$ cat src/rtl/core/bpq_pkg.sv
// Shared constants, codes and controller command type for the bounded priority queue.
`timescale 1ns / 1ps

package bpq_pkg;

  localparam int CAPACITY = 16;
  localparam int PRI_W    = 16;
  localparam int PL_W     = 16;
  localparam int IDX_W    = $clog2(CAPACITY);
  localparam int CNT_W    = $clog2(CAPACITY + 1);
  localparam int MAX_W    = 5;
  localparam int CMP_W    = (CNT_W > MAX_W) ? CNT_W : MAX_W;
  localparam int OCC_W    = 5;
  localparam int STATUS_W = 3;

  localparam int IN_DATA_W    = ((PRI_W + PL_W + 7) / 8) * 8;
  localparam int OUT_FIELDS_W = PRI_W + PL_W + OCC_W;
  localparam int OUT_DATA_W   = ((OUT_FIELDS_W + 7) / 8) * 8;

  localparam logic [MAX_W-1:0] MAX_RESET = MAX_W'(16);

  typedef enum logic {
    OP_INSERT  = 1'b0,
    OP_EXTRACT = 1'b1
  } op_t;

  typedef enum logic [STATUS_W-1:0] {
    ST_INSERTED = 3'd0,
    ST_EVICTED  = 3'd1,
    ST_DROPPED  = 3'd2,
    ST_POPPED   = 3'd3,
    ST_EMPTY    = 3'd4
  } status_t;

  typedef struct packed {
    logic capture;
    logic exec;
  } bpq_cmd_t;

endpackage

$ cat src/rtl/core/bpq_ctrl.sv
// Controller for the priority queue: request capture, execute step and output word valid.
`timescale 1ns / 1ps

module bpq_ctrl import bpq_pkg::*; (
  input  logic     clk,
  input  logic     rst_n,
  input  logic     in_tvalid,
  output logic     in_tready,
  output logic     out_tvalid,
  input  logic     out_tready,
  output bpq_cmd_t cmd
);

  typedef enum logic {
    S_IDLE,
    S_EXEC
  } state_t;

  state_t state_r, state_nxt;
  logic   out_valid_r, out_valid_nxt;

  assign in_tready   = (state_r == S_IDLE);
  assign out_tvalid  = out_valid_r;
  assign cmd.capture = in_tvalid && (state_r == S_IDLE);
  // The step runs once the output register is free or is being emptied this cycle.
  assign cmd.exec    = (state_r == S_EXEC) && (!out_valid_r || out_tready);

  always_comb begin
    state_nxt     = state_r;
    out_valid_nxt = out_valid_r;
    if (out_tready) begin
      out_valid_nxt = 1'b0;
    end
    unique case (state_r)
      S_IDLE: begin
        if (cmd.capture) begin
          state_nxt = S_EXEC;
        end
      end
      S_EXEC: begin
        if (cmd.exec) begin
          state_nxt     = S_IDLE;
          out_valid_nxt = 1'b1;
        end
      end
      default: state_nxt = S_IDLE;
    endcase
  end

  always_ff @(posedge clk) begin
    if (!rst_n) begin
      state_r     <= S_IDLE;
      out_valid_r <= 1'b0;
    end else begin
      state_r     <= state_nxt;
      out_valid_r <= out_valid_nxt;
    end
  end

endmodule

$ cat src/rtl/core/bpq_datapath.sv
// Datapath for the priority queue: sorted cell array with parallel compare-and-shift.
`timescale 1ns / 1ps

module bpq_datapath import bpq_pkg::*; (
  input  logic                clk,
  input  logic                rst_n,
  input  bpq_cmd_t            cmd,
  input  logic                req_op,
  input  logic [PRI_W-1:0]    req_pri,
  input  logic [PL_W-1:0]     req_pl,
  input  logic                cfg_wr_en,
  input  logic [MAX_W-1:0]    cfg_wr_data,
  output logic [STATUS_W-1:0] res_status,
  output logic [PRI_W-1:0]    res_pri,
  output logic [PL_W-1:0]     res_pl,
  output logic [OCC_W-1:0]    res_occ
);

  logic [PRI_W-1:0]    op_pri_r;
  logic [PL_W-1:0]     op_pl_r;
  op_t                 op_r;

  logic [PRI_W-1:0]    cell_pri_r [CAPACITY];
  logic [PL_W-1:0]     cell_pl_r  [CAPACITY];
  logic [PRI_W-1:0]    cell_pri_nxt [CAPACITY];
  logic [PL_W-1:0]     cell_pl_nxt  [CAPACITY];

  logic [CNT_W-1:0]    count_r, count_nxt;
  logic [MAX_W-1:0]    max_r;

  logic [STATUS_W-1:0] status_r;
  logic [PRI_W-1:0]    res_pri_r;
  logic [PL_W-1:0]     res_pl_r;

  logic [CMP_W-1:0]    max_ext;
  logic [CMP_W-1:0]    lim_ext;
  logic [CNT_W-1:0]    lim;
  logic [CNT_W-1:0]    count_m1;
  logic [CNT_W-1:0]    eff_count;
  logic                full;
  logic                empty;
  logic                beats_last;
  logic [CAPACITY-1:0] ge;
  status_t             status_nxt;
  logic [PRI_W-1:0]    res_pri_nxt;
  logic [PL_W-1:0]     res_pl_nxt;

  // Effective limit: zero acts as one, anything above the array size acts as the size.
  always_comb begin
    max_ext = CMP_W'(max_r);
    if (max_ext == '0) begin
      lim_ext = CMP_W'(1);
    end else if (max_ext > CMP_W'(CAPACITY)) begin
      lim_ext = CMP_W'(CAPACITY);
    end else begin
      lim_ext = max_ext;
    end
    lim = CNT_W'(lim_ext);
  end

  assign count_m1   = count_r - CNT_W'(1);
  assign full       = (count_r >= lim);
  assign empty      = (count_r == '0);
  assign beats_last = $signed(op_pri_r) > $signed(cell_pri_r[count_m1[IDX_W-1:0]]);
  // On eviction the lowest entry is dropped first, so the search ignores it.
  assign eff_count  = (full && !empty) ? count_m1 : count_r;

  always_comb begin
    for (int i = 0; i < CAPACITY; i++) begin
      ge[i] = (CNT_W'(i) < eff_count) && ($signed(cell_pri_r[i]) >= $signed(op_pri_r));
    end
  end

  always_comb begin
    for (int i = 0; i < CAPACITY; i++) begin
      cell_pri_nxt[i] = cell_pri_r[i];
      cell_pl_nxt[i]  = cell_pl_r[i];
    end
    count_nxt   = count_r;
    res_pri_nxt = '0;
    res_pl_nxt  = '0;
    status_nxt  = ST_DROPPED;
    unique case (op_r)
      OP_EXTRACT: begin
        if (empty) begin
          status_nxt = ST_EMPTY;
        end else begin
          status_nxt  = ST_POPPED;
          res_pri_nxt = cell_pri_r[0];
          res_pl_nxt  = cell_pl_r[0];
          count_nxt   = count_m1;
          for (int i = 0; i < CAPACITY - 1; i++) begin
            cell_pri_nxt[i] = cell_pri_r[i+1];
            cell_pl_nxt[i]  = cell_pl_r[i+1];
          end
        end
      end
      OP_INSERT: begin
        if (!full || beats_last) begin
          if (!full) begin
            status_nxt = ST_INSERTED;
            count_nxt  = count_r + CNT_W'(1);
          end else begin
            status_nxt = ST_EVICTED;
          end
          // Each cell keeps its entry, takes the new one, or takes its upper neighbor.
          if (!ge[0]) begin
            cell_pri_nxt[0] = op_pri_r;
            cell_pl_nxt[0]  = op_pl_r;
          end
          for (int i = 1; i < CAPACITY; i++) begin
            if (!ge[i]) begin
              if (ge[i-1]) begin
                cell_pri_nxt[i] = op_pri_r;
                cell_pl_nxt[i]  = op_pl_r;
              end else begin
                cell_pri_nxt[i] = cell_pri_r[i-1];
                cell_pl_nxt[i]  = cell_pl_r[i-1];
              end
            end
          end
        end
      end
      default: status_nxt = ST_DROPPED;
    endcase
  end

  always_ff @(posedge clk) begin
    if (cmd.capture) begin
      op_r     <= op_t'(req_op);
      op_pri_r <= req_pri;
      op_pl_r  <= req_pl;
    end
    if (cmd.exec) begin
      for (int i = 0; i < CAPACITY; i++) begin
        cell_pri_r[i] <= cell_pri_nxt[i];
        cell_pl_r[i]  <= cell_pl_nxt[i];
      end
      status_r  <= status_nxt;
      res_pri_r <= res_pri_nxt;
      res_pl_r  <= res_pl_nxt;
    end
  end

  always_ff @(posedge clk) begin
    if (!rst_n) begin
      count_r <= '0;
      max_r   <= MAX_RESET;
    end else if (cfg_wr_en) begin
      count_r <= '0;
      max_r   <= cfg_wr_data;
    end else if (cmd.exec) begin
      count_r <= count_nxt;
    end
  end

  // Occupancy is reported from the count held after the step.
  logic [CNT_W-1:0] occ_r;

  always_ff @(posedge clk) begin
    if (cmd.exec) begin
      occ_r <= count_nxt;
    end
  end

  assign res_status = status_r;
  assign res_pri    = res_pri_r;
  assign res_pl     = res_pl_r;
  assign res_occ    = OCC_W'(occ_r);

endmodule

$ cat src/rtl/core/bounded_priority_queue_unit.sv
// Top level of the bounded sorted priority queue.
// The input word is registered first; the execute step then writes the result word, and a held result stalls it.
// Each word takes a capture step, then an execute step; a new word is taken only after the last one has executed.
// The cell array inserts or pops in a single execute step through parallel compares in every cell.
// Reset (rst_n low, synchronous) empties the queue, sets the limit to 16 and drops the output.
// A configuration write sets the limit and empties the queue.
`timescale 1ns / 1ps

module bounded_priority_queue_unit import bpq_pkg::*; (
  input  logic                  clk,
  input  logic                  rst_n,
  input  logic                  in_tvalid,
  output logic                  in_tready,
  input  logic [IN_DATA_W-1:0]  in_tdata,   // priority_req, payload
  input  logic                  in_tuser,   // op
  output logic                  out_tvalid,
  input  logic                  out_tready,
  output logic [OUT_DATA_W-1:0] out_tdata,  // out_priority, out_payload, occupancy, zero pad
  output logic [STATUS_W-1:0]   out_tuser,  // status
  input  logic                  cfg_wr_en,
  input  logic [MAX_W-1:0]      cfg_wr_data
);

  bpq_cmd_t         cmd;
  logic [PRI_W-1:0] res_pri;
  logic [PL_W-1:0]  res_pl;
  logic [OCC_W-1:0] res_occ;

  bpq_ctrl u_ctrl (
    .clk        (clk),
    .rst_n      (rst_n),
    .in_tvalid  (in_tvalid),
    .in_tready  (in_tready),
    .out_tvalid (out_tvalid),
    .out_tready (out_tready),
    .cmd        (cmd)
  );

  bpq_datapath u_dp (
    .clk         (clk),
    .rst_n       (rst_n),
    .cmd         (cmd),
    .req_op      (in_tuser),
    .req_pri     (in_tdata[PRI_W-1:0]),
    .req_pl      (in_tdata[PRI_W+PL_W-1:PRI_W]),
    .cfg_wr_en   (cfg_wr_en),
    .cfg_wr_data (cfg_wr_data),
    .res_status  (out_tuser),
    .res_pri     (res_pri),
    .res_pl      (res_pl),
    .res_occ     (res_occ)
  );

  assign out_tdata = OUT_DATA_W'({res_occ, res_pl, res_pri});

endmodule

$ cat config.mk
export PLATFORM = sky130hd
export DESIGN_NAME = bounded_priority_queue_unit
export DESIGN_NICKNAME = d
export VERILOG_FILES = /design/src/rtl/core/bpq_pkg.sv /design/src/rtl/core/bpq_ctrl.sv /design/src/rtl/core/bpq_datapath.sv /design/src/rtl/core/bounded_priority_queue_unit.sv
export SDC_FILE = /design/constraint.sdc
export NUM_CORES = 2
export LEC_CHECK = 0
export ABC_AREA = 1
export BUFFER_PORTS_ARGS = -buffer_cell sky130_fd_sc_hd__buf_2
export CAP_MARGIN = 20
export CORE_MARGIN = 3
export CORE_UTILIZATION = 57
export DETAILED_ROUTE_END_ITERATION = 6
export PLACE_DENSITY = 0.76
export SLEW_MARGIN = 20
export SYNTH_ARGS = -nofsm -noshare
export SYNTH_HDL_FRONTEND = slang
export SYNTH_SLANG_ARGS = --single-unit
$ cat constraint.sdc
create_clock -name clk -period 6.2 [get_ports clk]
set_clock_uncertainty 0.05 [all_clocks]
set_input_delay 0.31 -clock clk [delete_from_list [all_inputs] [get_ports clk]]
set_output_delay 0.31 -clock clk [all_outputs]
set_load 0.02 [all_outputs]
==> summary.md <==
| Metric | Value |
|---|---|
| Fin. Hold Viols | 0 |
| Startpoint Class | flip-flop |
| Vias | 36,500 |
| Cell area after synthesis | 0.0405 mm2 |
| Busiest layer in global routing | met2 |
| First-pass GRT wire length | 183,000 um |
| Placeable Area | 0.0701 mm2 |
| Routed WL | 114,000 um |
| Nets | 5,589 |
| Slowest-stage cell, CP | inv_2 |
| Die span in y | 272 um |
| Async SR Flop Fraction | 0% |
| Unique masters post-synth | 40 |
| LEAKAGE | 21.1 nW |
| F_max | 188 MHz |
| Post-CTS Hold Fix Bufs | 48 |
| Worst R2R Start | u_dp.count_r[1] |
| Synth Area in Simple Gates | 30.5% |
| Hold Path Origin | cfg_wr_en |
| Root buf cell | clkbuf_16 |
| Buf+Inv Stages, Crit Path | 6 |
| Final Max Slew Viols | 0 |
| Cells on worst reg2reg path | 21 |
| Vias in the first global route | 34,200 |
| Starting density of the core | 57.7% |
| Multiplexer area fraction after synthesis | 0% |
| Adder-cell area share of the yosys netlist | 8.62% |
| Commonest non-fill, non-tap cell in the layout | nand2_1 |
| Share of cells above drive strength 1 | 6.17% |
| Remaining DRCs | 0 |
| Post-synth EDFFs | 585 |
| RD Place Congestion | 0.915 |
| Min cycle time layout | 5.31 ns |
| Tot Pwr | 13.1 mW |
| Post-DRT Antenna Nets | 0 |
| Synthesized area per cell | 7.64 um2 |
| Clk_lat worst skew | 0.63 ns |
| H-tree depth | 3 |
| Slew of the pin with the lowest slew margin | 1.01 ns |
| GR Layer Usage met3 | 4.76% |
| Global-route congestion overflow total | 0 |
| Layout Area Growth over Synthesis | 9.46% |
| Met1 usage | 43.0% |
| Num rows | 97 |
| Max Cap Viol | 0 |
| Setup TNS | 0 ns |
| Area of the multi-input gates | 0.0191 mm2 |
| CP endpoint kind | flip-flop |
| DRT iter0 DRCs | 4,631 |
| Worst endpoint required time | 6.47 ns |
| Vias per inst | 5.84 |
| Clock sink total | 597 |
| Worst-path clk slew | 0.06 ns |
| Max incr delay on CP | 0.44 ns |
| Synth Area in Compound Gates | 7.68% |
| Met2 Usage GRT | 47.7% |
| Prevailing post-synth register cell | edfxtp_1 |
| Storage cell area | 0.0178 mm2 |
| Max VDD drop | 0.249 mV |
| Post-CTS Setup Bufs | 0 |
| Synth Instances | 5,298 |
| Worst hold-check path type | in2reg |
| WHS Endpoint | u_dp.count_r[3] |
| Synth Area in XOR/XNOR | 0.0649% |
| Critical path arrival | 5.58 ns |
| Critical path, cell by cell | inv_1 -> ha_2 -> inv_2 -> buf_12 -> a21oi_1 -> a21oi_1 -> a221oi_1 -> or2_2 -> ha_1 -> nand2_1 -> nor2_1 -> nand2_1 -> nor3_1 -> nand2_1 -> nand4_1 -> nand3_1 -> a21oi_1 -> inv_1 -> buf_4 -> nor2_4 -> buf_4 |
| Initial antenna violation count | 1 |
| Port Buffers | 84 |
| WL per Instance | 18.2 um |
| Largest family of logic cells by synthesized area | simple AND/OR/NAND/NOR gates |
| FILL cells | 6,120 |
| Crit path launch | u_dp.count_r[1] |
| Pre-antenna DRT Iters | 6 |
| Final setup viols | 0 |
| Post-detail-place hpwl | 78,200 um |
| Setup repair after global routing missed its margin | no |
| Slew headroom | 32.4% |
| Crit path kind | reg2reg |
| Chip Width | 272 um |
| Register area share after synthesis | 44.0% |
| Yosys synthesis warning count | 0 |
| Max clock buf depth | 3 |
| CTS tree | done |
| IO Pins | 88 |
| Worst Path Max Fanout | 45 |
| Global Route Usage Sum | 30.2% |
| Cells on Worst Hold Path | 4 |
| Critical path's top delay family | simple AND/OR/NAND/NOR gates |
| Pwr Density | 296 mW/mm2 |
| Final period util | 85.7% |
| Post-CTS sizing | 0 |
| CTS Buf Count | 68 |
| Largest net degree at the start of global routing | 196 |
| Status | finished, final reports clean |
| Register bit total from synthesis | 597 |
| Reg2Reg Capture Point | u_dp.cell_pri_r[13][12] |
| Die area | 0.0742 mm2 |
| Commonest cells after routing, fill and taps aside | 1,707 x nand2_1, 925 x nand3_1, 585 x edfxtp_1 |
| R2R Setup Slk | 0.89 ns |
## cells by family (layout without fill, tap and decap cells)
family | after synthesis | count (layout)
simple gates | 2898 | 2898
compound gates | 573 | 573
buf+inv | 947 | 967
flops | 597 | 597
xor+xnor | 3 | 3
fa+ha+maj | 279 | 279
other cells | 1 | 4
## state kept, by name, summed over array words and instances (netlist names), 3 cells and up
name and count:
u_dp.cell_pl_r 256, u_dp.cell_pri_r 256, u_dp.op_pl_r 16, u_dp.op_pri_r 16
u_dp.res_pl 16, u_dp.res_pri 16, u_dp.count_r 5, u_dp.max_ext 5
u_dp.res_occ 5, u_dp.res_status 3
## where the power goes
group | switching, mW | leakage, nW | internal [mW]
Combinational | 2.59 | 14.5 | 1.13
Sequential | 0.282 | 5.52 | 5.10
Clock | 1.72 | 1.06 | 2.27
## metal layers
layer | part of all wire, % | vias up
met4 | 2.7 | 0
met3 | 10 | 219
met2 | 45 | 1990
met1 | 42 | 16700
li1 | - | 17700
met5 | 0 | -
## worst max-delay path by stage
stage / end / slack [ns] / cells past startpoint
finish: u_dp.cell_pri_r[13][12] / 0.89 / 21
global route: u_dp.cell_pri_r[14][11] / 0.46 / 19
CTS: u_dp.cell_pri_r[14][11] / 0.89 / 19
detailed placement: u_dp.cell_pri_r[14][11] / 0.93 / 19
global placement: u_dp.cell_pri_r[14][11] / 1.01 / 20
floorplan: u_dp.cell_pl_r[0][0] / 0.03 / 27
## worst min-delay path, delay by kind of cell
kind	cells	cell delay (ns)
AOI/OAI and AO/OA	1	0.08
buffers and inverters	1	0.16
and+or+nand+nor	2	0.15
## synthesized netlist by cell type, drive strengths merged, types with 10 or more instances
library cell,number,area (um2)
nand2,1716,6460
nand3,927,4640
inv,588,2210
edfxtp,585,17600
ha,279,3490
a21oi,254,1270
o21ai,216,1100
clkbuf,214,803
nor2,147,562
buf,127,627
nand4,84,526
o211ai,44,330
o22ai,32,200
clkinv,18,67.6
dfxtp,12,240
nor3,10,50.1
o21a,10,75.1
## through the flow
step,setup slack (ns),hold slack (ns),cells,util (%),area (um2)
CTS,0.892,0.0483,6260,63.2,44300
detailed placement,0.934,0.436,6089,59.4,41700
global route,0.459,0.0891,6260,63.2,44300
finish,0.886,0.0884,6261,63.2,44300
global placement,1.01,0.427,6089,59.4,41700
floorplan,0.0323,0.359,5300,-,40500
## cell type report
class / instances / share of cell area [%]
multi-input combinational: 3756 / 43.0
sequential: 597 / 40.2
inverter: 606 / 5.14
timing repair buffer: 238 / 4.08
clock buffer: 84 / 4.02
tap: 940 / 2.65
clock inverter: 39 / 0.867
antenna: 1 / 0.00565
No activity file was read; power rests on OpenSTA's default activity.
